**config.mk**
```make
export PLATFORM = sky130hd
export DESIGN_NAME = mqrr_scan
export DESIGN_NICKNAME = d
export VERILOG_FILES = /design/src/hw/rtl/multi_queue_round_robin_fifo_defines.svh /design/src/hw/rtl/mqrr_pkg.sv /design/src/hw/rtl/mqrr_scan.sv
export SDC_FILE = /design/constraint.sdc
export NUM_CORES = 1
export LEC_CHECK = 0
export BUFFER_PORTS_ARGS = -buffer_cell sky130_fd_sc_hd__buf_2
export CAP_MARGIN = 20
export CORE_MARGIN = 5
export CORE_UTILIZATION = 40
export DETAILED_ROUTE_END_ITERATION = 8
export RECOVER_POWER = 50
export SLEW_MARGIN = 15
export SYNTH_ARGS = -nofsm -noshare
export SYNTH_HDL_FRONTEND = slang
export SYNTH_SLANG_ARGS = --single-unit
```
**constraint.sdc**
```tcl
create_clock -name vclk -period 8.85
set_input_delay 1.3275 -clock vclk [all_inputs]
set_output_delay 1.3275 -clock vclk [all_outputs]
set_load 0.01 [all_outputs]
```
**src/hw/rtl/multi_queue_round_robin_fifo_defines.svh**
```systemverilog
// ----------------------------------------------------------------------------
// Assertion macros for the multi-queue round-robin FIFO
// Concurrent checks on clk, disabled while arst_n is low; empty in synthesis.
// ----------------------------------------------------------------------------
`ifndef MULTI_QUEUE_ROUND_ROBIN_FIFO_DEFINES_SVH
`define MULTI_QUEUE_ROUND_ROBIN_FIFO_DEFINES_SVH

`ifndef SYNTH
// Same-cycle implication
`define MQRR_ASSERT_NOW(lbl, ante, cons) \
	lbl: assert property (@(posedge clk) disable iff (!arst_n) (ante) |-> (cons)) \
		else $error("mqrr assertion failed");
// Next-cycle implication
`define MQRR_ASSERT_NEXT(lbl, ante, cons) \
	lbl: assert property (@(posedge clk) disable iff (!arst_n) (ante) |=> (cons)) \
		else $error("mqrr assertion failed");
`else
`define MQRR_ASSERT_NOW(lbl, ante, cons)
`define MQRR_ASSERT_NEXT(lbl, ante, cons)
`endif

`endif

```
**src/hw/rtl/mqrr_pkg.sv**
```systemverilog
// ----------------------------------------------------------------------------
// mqrr_pkg
// Types, codes and widths shared by the multi-queue round-robin FIFO.
// ----------------------------------------------------------------------------
package mqrr_pkg;

	localparam int QUEUE_DEPTH_DEF = 64;
	localparam int NUM_QUEUES_DEF  = 8;

	localparam int MODE_W     = 3;
	localparam int QSEL_W     = 3;
	localparam int DATA_W     = 32;
	localparam int KIND_W     = 8;
	localparam int CNT_W      = 6;
	localparam int STATUS_W   = 2;
	localparam int LEVEL_W    = 6;
	localparam int SERVED_W   = 4;
	localparam int CFG_IDX_W  = 2;
	localparam int CFG_DATA_W = 4;

	localparam int IN_TDATA_W  = 56;
	localparam int OUT_TDATA_W = 48;
	localparam int TUSER_W     = 8;

	typedef enum logic [MODE_W-1:0] {
		MODE_PUSH_TAIL  = 3'd0,
		MODE_PUSH_HEAD  = 3'd1,
		MODE_POP        = 3'd2,
		MODE_DISCARD    = 3'd3,
		MODE_PEEK_FIRST = 3'd4,
		MODE_PEEK_LAST  = 3'd5,
		MODE_PEEK_NTH   = 3'd6,
		MODE_CLEAR      = 3'd7
	} mode_t;

	typedef enum logic [STATUS_W-1:0] {
		ST_OK    = 2'd0,
		ST_EMPTY = 2'd1,
		ST_FULL  = 2'd2
	} status_t;

	typedef enum logic [CFG_IDX_W-1:0] {
		CFG_SERVED  = 2'd0,
		CFG_BREADTH = 2'd1
	} cfg_reg_t;

	typedef struct packed {
		logic [KIND_W-1:0] kind;
		logic [DATA_W-1:0] data;
	} item_t;

	typedef struct packed {
		mode_t             mode;
		logic [QSEL_W-1:0] queue_sel;
		logic [DATA_W-1:0] payload;
		logic [KIND_W-1:0] item_kind;
		logic [CNT_W-1:0]  keep_count;
		logic [CNT_W-1:0]  position;
	} req_t;

	typedef struct packed {
		status_t            status;
		logic [QSEL_W-1:0]  from_queue;
		logic [LEVEL_W-1:0] level;
		logic               use_data;
	} res_t;

endpackage

```
**src/hw/rtl/mqrr_scan.sv**
```systemverilog
// ----------------------------------------------------------------------------
// mqrr_scan
// Rotating find-first over the served queues; next scan start.
// ----------------------------------------------------------------------------
module mqrr_scan import mqrr_pkg::*; #(
	parameter int NUM_QUEUES = NUM_QUEUES_DEF,
	localparam int QW = (NUM_QUEUES > 1) ? $clog2(NUM_QUEUES) : 1,
	localparam int NW = $clog2(NUM_QUEUES + 1)
) (
	input  logic [NUM_QUEUES-1:0] nonempty,
	input  logic [SERVED_W-1:0]   served,
	input  logic [QW-1:0]         offset,
	output logic                  found,
	output logic [QW-1:0]         pick,
	output logic [QW-1:0]         next_offset
);

	localparam int RW = QW + NW;
	localparam int CW = SERVED_W + 1;

	logic [NW-1:0]         n;
	logic [RW-1:0]         rem;
	logic [RW-1:0]         rem_inc;
	logic [QW-1:0]         start;
	logic [NUM_QUEUES-1:0] cand;
	logic [NUM_QUEUES-1:0] hi;
	logic [NUM_QUEUES-1:0] vec;

	// clamp the served count to 1..NUM_QUEUES
	always_comb begin
		if (served == '0) begin
			n = NW'(1);
		end else if (CW'(served) > CW'(NUM_QUEUES)) begin
			n = NW'(NUM_QUEUES);
		end else begin
			n = NW'(served);
		end
	end

	// offset mod n by restoring steps; offset stays below 2**QW
	always_comb begin
		rem = RW'(offset);
		for (int j = QW - 1; j >= 0; j--) begin
			if (rem >= (RW'(n) << j)) begin
				rem = rem - (RW'(n) << j);
			end
		end
	end

	assign start       = QW'(rem);
	assign rem_inc     = rem + RW'(1);
	assign next_offset = (rem_inc == RW'(n)) ? '0 : QW'(rem_inc);

	always_comb begin
		for (int k = 0; k < NUM_QUEUES; k++) begin
			cand[k] = nonempty[k] && (NW'(k) < n);
			hi[k]   = cand[k] && (QW'(k) >= start);
		end
	end

	assign found = |cand;
	assign vec   = (|hi) ? hi : cand;

	// lowest set bit wins
	always_comb begin
		pick = '0;
		for (int k = NUM_QUEUES - 1; k >= 0; k--) begin
			if (vec[k]) begin
				pick = QW'(k);
			end
		end
	end

endmodule

```
==> results of run 1 <==
## where the power goes
group / switching [uW] / total, uW / internal (uW)
logic: 156 / 275 / 120
registers: 0 / 0 / 0
clock network: 0 / 0 / 0
## metal layers
metal / global-route usage / vias up / share of wire
li1: - / 874 / -
met1: 0.245 / 778 / 0.49
met2: 0.296 / 52 / 0.46
met3: 0.00717 / 4 / 0.043
met4: 0.0149 / 0 / 0.0087
met5: 0 / - / 0
## critical path: cells and delay by family
| family | cells | cell delay (ps) |
|---|---|---|
| fa+ha+maj | 3 | 1020 |
| compound gates | 9 | 1750 |
| buf+inv | 6 | 930 |
| simple gates | 11 | 2080 |
## per-stage QoR
stage | instance area, um^2 | setup WS (ps) | hold WS, ps | std cells | total power [uW]
2_1_floorplan | 1450 | 80.1 | 2790 | 212 | 194
6_report | 1750 | 407 | 3010 | 292 | 275
3_5_place_dp | 1700 | 236 | 3010 | 290 | 269
3_3_place_gp | 1700 | 294 | 3010 | 290 | 267
5_1_grt | 1750 | 12.0 | 3030 | 292 | 305
4_1_cts | 1700 | 233 | 3010 | 290 | 270
## layout make-up
cell class,count,area [um^2],share of cell area
repair buffers,40,245,0.141
inverters,13,48.8,0.0280
multi-input cells,193,1390,0.799
well taps,46,57.6,0.0330
## how the worst max path moves through the flow
stage,startpoint,endpoint,cells past startpoint
CTS,served[3],next_offset[2],29
floorplan,served[3],next_offset[2],29
finish,served[3],pick[0],29
detailed placement,served[3],pick[0],28
global route,served[2],pick[0],29
global placement,served[3],pick[0],27
## cells by family (layout without fill, tap and decap cells)
family,count (synthesis),in the layout,synth area share
AO/OA/AOI/OAI,76,76,0.393
XOR/XNOR,9,9,0.0596
multiplexers,3,3,0.0216
AND/OR/NAND/NOR,93,93,0.354
buffers and inverters,19,53,0.0570
adder cells (fa/ha/maj),12,12,0.114
## placed cells by master (no fill, tap or decap), types with 3 or more instances in the layout
cell type | netlist | layout
a21boi_0 | 5 | 4
a21o_1 | 3 | 3
a21oi_1 | 13 | 12
a21oi_2 | 2 | 3
a31oi_1 | 5 | 4
and2_1 | 6 | 7
and3_1 | 6 | 6
buf_2 | 3 | 22
buf_4 | 0 | 18
ha_1 | 10 | 9
inv_1 | 13 | 13
nand2_1 | 21 | 21
nand2b_1 | 5 | 5
nand3_1 | 8 | 8
nand4_1 | 4 | 4
nor2_1 | 17 | 17
nor2b_1 | 4 | 4
nor3_1 | 6 | 6
o211ai_1 | 4 | 4
o211ai_2 | 3 | 3
o21a_1 | 5 | 5
o21ai_0 | 12 | 12
o22ai_1 | 3 | 3
xnor2_1 | 6 | 6
## timing repair
action	in CTS	in global routing
endpoints found under the setup margin	0	6
buffers inserted	0	2
resized for setup	0	8
==> out/metrics.csv, run 1 <==
stage,metric,value,unit
grt,pin count of the biggest net entering global routing,13,
synth,most instantiated cells after synthesis,"nand2_1 (21), nor2_1 (17), a21oi_1 (13), inv_1 (13), o21ai_0 (12)",
critical_path,"Req. time, crit path",7520,ps
critical_path,"most used cell, CP",nand2_1,
hold_path,hold path cells,4,
final_layout,final core occ,0.511,
floorplanning,die footprint,4920,um^2
synth,Syn. warnings,0,
route,vias per inst,5.85,
route,DRC viols,0,
placed_design,HPWL after detailed placement,3.62,mm
route,Iteration-0 DRC Markers,97,
critical_path,"slowest stage cell, crit path",or4_4,
floorplanning,Die X,70.2,um
route,drt wl/cell,15.0,um
synth,post-synth top area cell,ha_1,
hold_path,Hold Path Origin,nonempty[0],
synth,Cells after Synth,212,
final_layout,diode count,0,
floorplanning,Ports,22,
critical_path,nature of the critical path startpoint,primary input,
grt,gr ovfl total,0,
floorplanning,initial core utilization,0.424,
final_layout,share of cells above drive strength 1,0.260,
route,drt first pass iters,4,
synth,Yosys cell types,61,
synth,"count leader, synth",nand2_1,
sta,Pins Over Slew Limit,0,
run,max-cap check violation count,0,
critical_path,CP Data Arrival Time,7120,ps
synth,synth top area cells,"ha_1 (8.6%), nand2_1 (5.4%), a21oi_1 (4.5%)",
power_and_ir_drop,Power Dens Cells,158,nW/um^2
power_and_ir_drop,VDD IR-drop max,0.0519,mV
grt,global-route wire length before repair,7.30,mm
status,status,finished clean,
synth,post-synth top area share,0.0864,
critical_path,Crit Path Class,primary input to output port,
critical_path,worst-path fanout max,12,
critical_path,CP max stage delay,520,ps
final_layout,fillers,354,
placed_design,placer congestion estimate,0.896,
route,drt total wl,4.38,mm
sta,Fin. Hold Viols,0,
route,Antenna Violating Nets Remaining,0,
final_layout,# clk buffers,0,
grt,Tot GR Track Use,0.172,
sta,RSZ-0062 raised after global routing,false,
synth,"Cell Area, Synth",1450,um^2
final_layout,area grow syn2layout,20.6,%
sta,Setup-failing EPs final,0,
grt,vias in the first global route,1578,
sta,Setup TNS,0,ps
route,Vias,1708,
synth,Mean Syn Cell Area,6.83,um^2
floorplanning,DIE HEIGHT,70.2,um
sta,Final min period,8440,ps
sta,Max-slew headroom,0.643,
final_layout,final net count,275,
cts,CTS Hold Bufs,0,
placed_design,Port Buffers,22,
floorplanning,Core Rows,21,
synth,register area share after synthesis,0,
final_layout,register area,0,um^2
sta,Worst-Margin Slew,536,ps
power_and_ir_drop,Pleak,0.000766,uW
hold_path,HP Class,primary input to output port,
grt,initial antenna violation count,0,
synth,Syn Nets,239,
floorplanning,core area,3420,um^2
sta,Tcrit/Tclk final,0.954,
critical_path,Worst setup EP type,output port,
hold_path,Hold EP,found,
sta,Max Fclk,118,MHz
final_layout,count of flip-flops and latches,0,
(Power assumes the default switching activity.)
==> run 2, diff against run 1 <==
--- a/config.mk
+++ b/config.mk
@@ -8,10 +8,9 @@
 export BUFFER_PORTS_ARGS = -buffer_cell sky130_fd_sc_hd__buf_2
 export CAP_MARGIN = 20
 export CORE_MARGIN = 5
-export CORE_UTILIZATION = 40
+export CORE_UTILIZATION = 35
 export DETAILED_ROUTE_END_ITERATION = 8
 export RECOVER_POWER = 50
-export SLEW_MARGIN = 15
 export SYNTH_ARGS = -nofsm -noshare
 export SYNTH_HDL_FRONTEND = slang
 export SYNTH_SLANG_ARGS = --single-unit
==> run 2 against run 1 <==
Against the previous run:
- total power hardly changed
- cell area is 0.14% higher
- combinational power hardly changed
- count of clock-buffer cells in the layout stayed put
- hold slack worse by 4.0 ps
- utilization is 7.4 points lower
- global-route usage is 1.5 points lower
- non-clock buffer count is 1 lower
- maximum frequency hardly changed
- worst setup slack better by 5.4 ps
==> out/metrics.csv, run 2 (synthesized netlist as in run 1, its figures left out) <==
stage,metric,value,unit
final_layout,register area,0,um^2
final_layout,diode count,0,
final_layout,area grow syn2layout,20.7,%
hold_path,HP Class,primary input to output port,
final_layout,final net count,274,
critical_path,CP max stage delay,530,ps
sta,Setup TNS,0,ps
critical_path,crit path from,served[3],
power_and_ir_drop,Power Dens Cells,158,nW/um^2
grt,Tot GR Track Use,0.157,
route,Max Used Layer,met4,
critical_path,"slowest stage cell, crit path",or4_4,
critical_path,worst-path fanout max,12,
power_and_ir_drop,Tot Pwr,275,uW
route,routed length on met1,2.05,mm
final_layout,most frequent cells in the layout,"nand2_1 (21), buf_2 (21), nor2_1 (17), buf_4 (17), inv_1 (13)",
route,Antenna Violating Nets Remaining,0,
final_layout,count of flip-flops and latches,0,
grt,initial antenna violation count,0,
critical_path,crit path to,next_offset[2],
floorplanning,Die X,74.3,um
sta,Fin. Hold Viols,0,
sta,Max Fclk,119,MHz
critical_path,nature of the critical path startpoint,primary input,
floorplanning,Core Rows,23,
route,Vias,1687,
floorplanning,initial core utilization,0.362,
sta,Max-slew headroom,0.604,
grt,global-route wire length before repair,7.06,mm
route,drt total wl,4.26,mm
route,metal2 WL,2.04,mm
floorplanning,core area,4000,um^2
sta,Tcrit/Tclk final,0.953,
route,DRC viols,0,
run,max-cap check violation count,0,
final_layout,share of cells above drive strength 1,0.253,
critical_path,Crit Path Class,primary input to output port,
cts,CTS Hold Bufs,0,
route,Iteration-0 DRC Markers,96,
grt,gr ovfl total,0,
sta,Hold Slack,3000,ps
route,drt first pass iters,4,
status,status,finished clean,
floorplanning,Ports,22,
final_layout,# clk buffers,0,
grt,vias in the first global route,1519,
sta,Setup-failing EPs final,0,
route,drt wl/cell,14.4,um
critical_path,"CP delay by family, top",simple AND/OR/NAND/NOR gates,
sta,Final min period,8440,ps
route,Routed met3 length,119,um
floorplanning,DIE HEIGHT,74.3,um
final_layout,fillers,441,
power_and_ir_drop,Pleak,0.000763,uW
critical_path,Worst setup EP type,output port,
placed_design,Port Buffers,22,
route,vias per inst,5.72,
grt,pin count of the biggest net entering global routing,13,
critical_path,"Req. time, crit path",7520,ps
placed_design,HPWL after detailed placement,3.58,mm
power_and_ir_drop,VDD IR-drop max,0.0405,mV
sta,RSZ-0062 raised after global routing,false,
placed_design,placer congestion estimate,0.911,
floorplanning,die footprint,5520,um^2
sta,Worst-Margin Slew,589,ps
critical_path,WP depth,28,
critical_path,CP Data Arrival Time,7110,ps
sta,Pins Over Slew Limit,0,
critical_path,WP buf/inv,5,
==> run 2: worst min path at each step <==
stage / start / cells past startpoint / to
after global placement: nonempty[0] / 4 / found
after CTS: nonempty[0] / 4 / found
after detailed placement: nonempty[0] / 4 / found
after floorplan: nonempty[0] / 2 / found
final: nonempty[0] / 4 / found
after global routing: nonempty[0] / 4 / found
==> run 2: power by group <==
| part | switching (uW) | internal, uW | total (uW) |
|---|---|---|---|
| combinational | 154 | 121 | 275 |
| sequential | 0 | 0 | 0 |
| clock | 0 | 0 | 0 |
==> run 2: routing by layer <==
layer,vias to the layer above,track usage
li1,871,-
met1,783,0.209
met2,29,0.277
met3,4,0.00811
met4,0,0.0356
met5,-,0
==> run 2: what timing repair did <==
item,4_1_cts,5_1_grt
buffers inserted,0,2
resized for setup,2,7
pin swaps,0,1
setup endpoints to repair,4,6
==> run 2: metrics by stage <==
step                      setup WS [ps]  instance area (um^2)   util  std cells
after floorplan                    80.1                  1450      -        212
after global placement            -63.6                  1700  0.425        293
after detailed placement           -111                  1700  0.425        293
after CTS                          84.2                  1700  0.426        293
after global routing               15.7                  1750  0.437        295
final                               413                  1750  0.437        295
==> run 2: layout make-up <==
cell class | instances | area (um^2) | area share
inverters | 13 | 48.8 | 0.0279
multi-input cells | 193 | 1400 | 0.799
well taps | 50 | 62.6 | 0.0358
repair buffers | 39 | 240 | 0.137
==> run 3, diff against run 2 <==
--- a/config.mk
+++ b/config.mk
@@ -5,7 +5,7 @@
 export SDC_FILE = /design/constraint.sdc
 export NUM_CORES = 1
 export LEC_CHECK = 0
-export BUFFER_PORTS_ARGS = -buffer_cell sky130_fd_sc_hd__buf_2
+export BUFFER_PORTS_ARGS = -buffer_cell sky130_fd_sc_hd__buf_4
 export CAP_MARGIN = 20
 export CORE_MARGIN = 5
 export CORE_UTILIZATION = 35
==> run 3 against run 2 <==
Against the previous run:
- combinational power grew 6%
- worst setup slack gained 7.7 ps
- cell area grew 4.4%
- count of clock-buffer cells in the layout is the same
- flip-flop and latch count is the same
- first-iteration DRC count grew 38%
- cell count shrank 0.68%
- via count grew 0.71%
- maximum frequency is essentially flat
- utilization grew 1.9 points
- largest cell class unchanged
==> out/metrics.csv, run 3 (synthesized netlist as in run 1, its figures left out) <==
stage,metric,value,unit
placed_design,placer congestion estimate,0.984,
sta,Pins Over Slew Limit,0,
floorplanning,Die X,74.3,um
sta,setup ws final,420,ps
route,drt wl/cell,15.1,um
final_layout,register area,0,um^2
route,Antenna Violating Nets Remaining,0,
route,drt total wl,4.43,mm
route,Vias,1699,
placed_design,dpl ws,-44.3,ps
sta,RSZ-0062 raised after global routing,false,
grt,pin count of the biggest net entering global routing,13,
critical_path,worst-path fanout max,12,
final_layout,share of cells above drive strength 1,0.255,
sta,Fin. Hold Viols,0,
power_and_ir_drop,Tot Pwr,291,uW
power_and_ir_drop,Pleak,0.000774,uW
final_layout,final core occ,0.456,
critical_path,"CP delay by family, top",simple AND/OR/NAND/NOR gates,
route,vias per inst,5.80,
critical_path,WP buf/inv,5,
hold_path,HP Class,primary input to output port,
sta,Tcrit/Tclk final,0.953,
grt,global-route wire length before repair,6.99,mm
final_layout,area grow syn2layout,26.0,%
power_and_ir_drop,VDD IR-drop max,0.0373,mV
cts,CTS Hold Bufs,0,
final_layout,diode count,0,
power_and_ir_drop,Power Dens Cells,160,nW/um^2
final_layout,"commonest non-fill, non-tap cell in the layout",buf_4,
critical_path,CP Data Arrival Time,7100,ps
critical_path,Crit Path Class,primary input to output port,
status,status,finished clean,
grt,gr ovfl total,0,
critical_path,WP depth,29,
sta,Max-slew headroom,0.605,
critical_path,"Req. time, crit path",7520,ps
run,max-cap check violation count,0,
floorplanning,die footprint,5520,um^2
sta,Final min period,8430,ps
grt,vias in the first global route,1561,
critical_path,CP max stage delay,540,ps
placed_design,Port Buffers,22,
critical_path,"slowest stage cell, crit path",or4_4,
placed_design,HPWL after detailed placement,3.51,mm
floorplanning,Ports,22,
final_layout,most frequent cells in the layout,"buf_4 (37), nand2_1 (20), nor2_1 (17)",
final_layout,final net count,272,
final_layout,count of flip-flops and latches,0,
sta,Setup-failing EPs final,0,
critical_path,nature of the critical path startpoint,primary input,
route,Iteration-0 DRC Markers,132,
sta,Max Fclk,119,MHz
route,DRC viols,0,
route,drt first pass iters,7,
final_layout,# clk buffers,0,
floorplanning,DIE HEIGHT,74.3,um
floorplanning,Core Rows,23,
critical_path,Worst setup EP type,output port,
grt,initial antenna violation count,0,
floorplanning,initial core utilization,0.362,
floorplanning,core area,4000,um^2
sta,Worst-Margin Slew,588,ps
hold_path,hold path cells,4,
grt,Tot GR Track Use,0.155,
## run 3: changes by cell type in the layout (fill, tap and decap cells not counted), sizes merged
| cell | previous run | this run |
|---|---|---|
| clkbuf | 1 | 0 |
| buf | 38 | 37 |
## run 3: cell type report
| cell class | instances | area, um^2 |
|---|---|---|
| fill | 414 | 2180 |
| multi-input combinational | 193 | 1440 |
| timing repair buffer | 37 | 278 |
| tap | 50 | 62.6 |
| inverter | 13 | 48.8 |
## run 3: report_power, final
part	internal (uW)	switching, uW	leakage, uW	total, uW
clock	0	0	0	0
combinational	134	158	0.000774	291
sequential	0	0	0	0
## run 3: metal layers
layer | track usage | vias to the layer above | wire [um]
met5 | 0 | - | 0
li1 | - | 868 | -
met1 | 0.216 | 783 | 2080
met3 | 0.00405 | 2 | 216
met4 | 0.0237 | 0 | 27
met2 | 0.273 | 46 | 2110
## run 3: through the flow
step	hold slack, ps	TNS [ps]	std cells	instance area (um^2)
global placement	2970	0	290	1730
floorplan	2790	0	212	1450
global route	3000	0	293	1820
finish	2970	0	293	1820
detailed placement	2980	-116	290	1730
CTS	2980	0	290	1740
## run 3: path summary, 6_finish.rpt
check | end | start
min | found | nonempty[0]
max | next_offset[2] | served[3]
## run 3: what timing repair did
item                       4_1_cts  5_1_grt
pin swaps                        0        2
gates resized for setup          1       16
setup endpoints to repair        3        6
hold endpoints to repair         0        0
setup buffers                    0        3
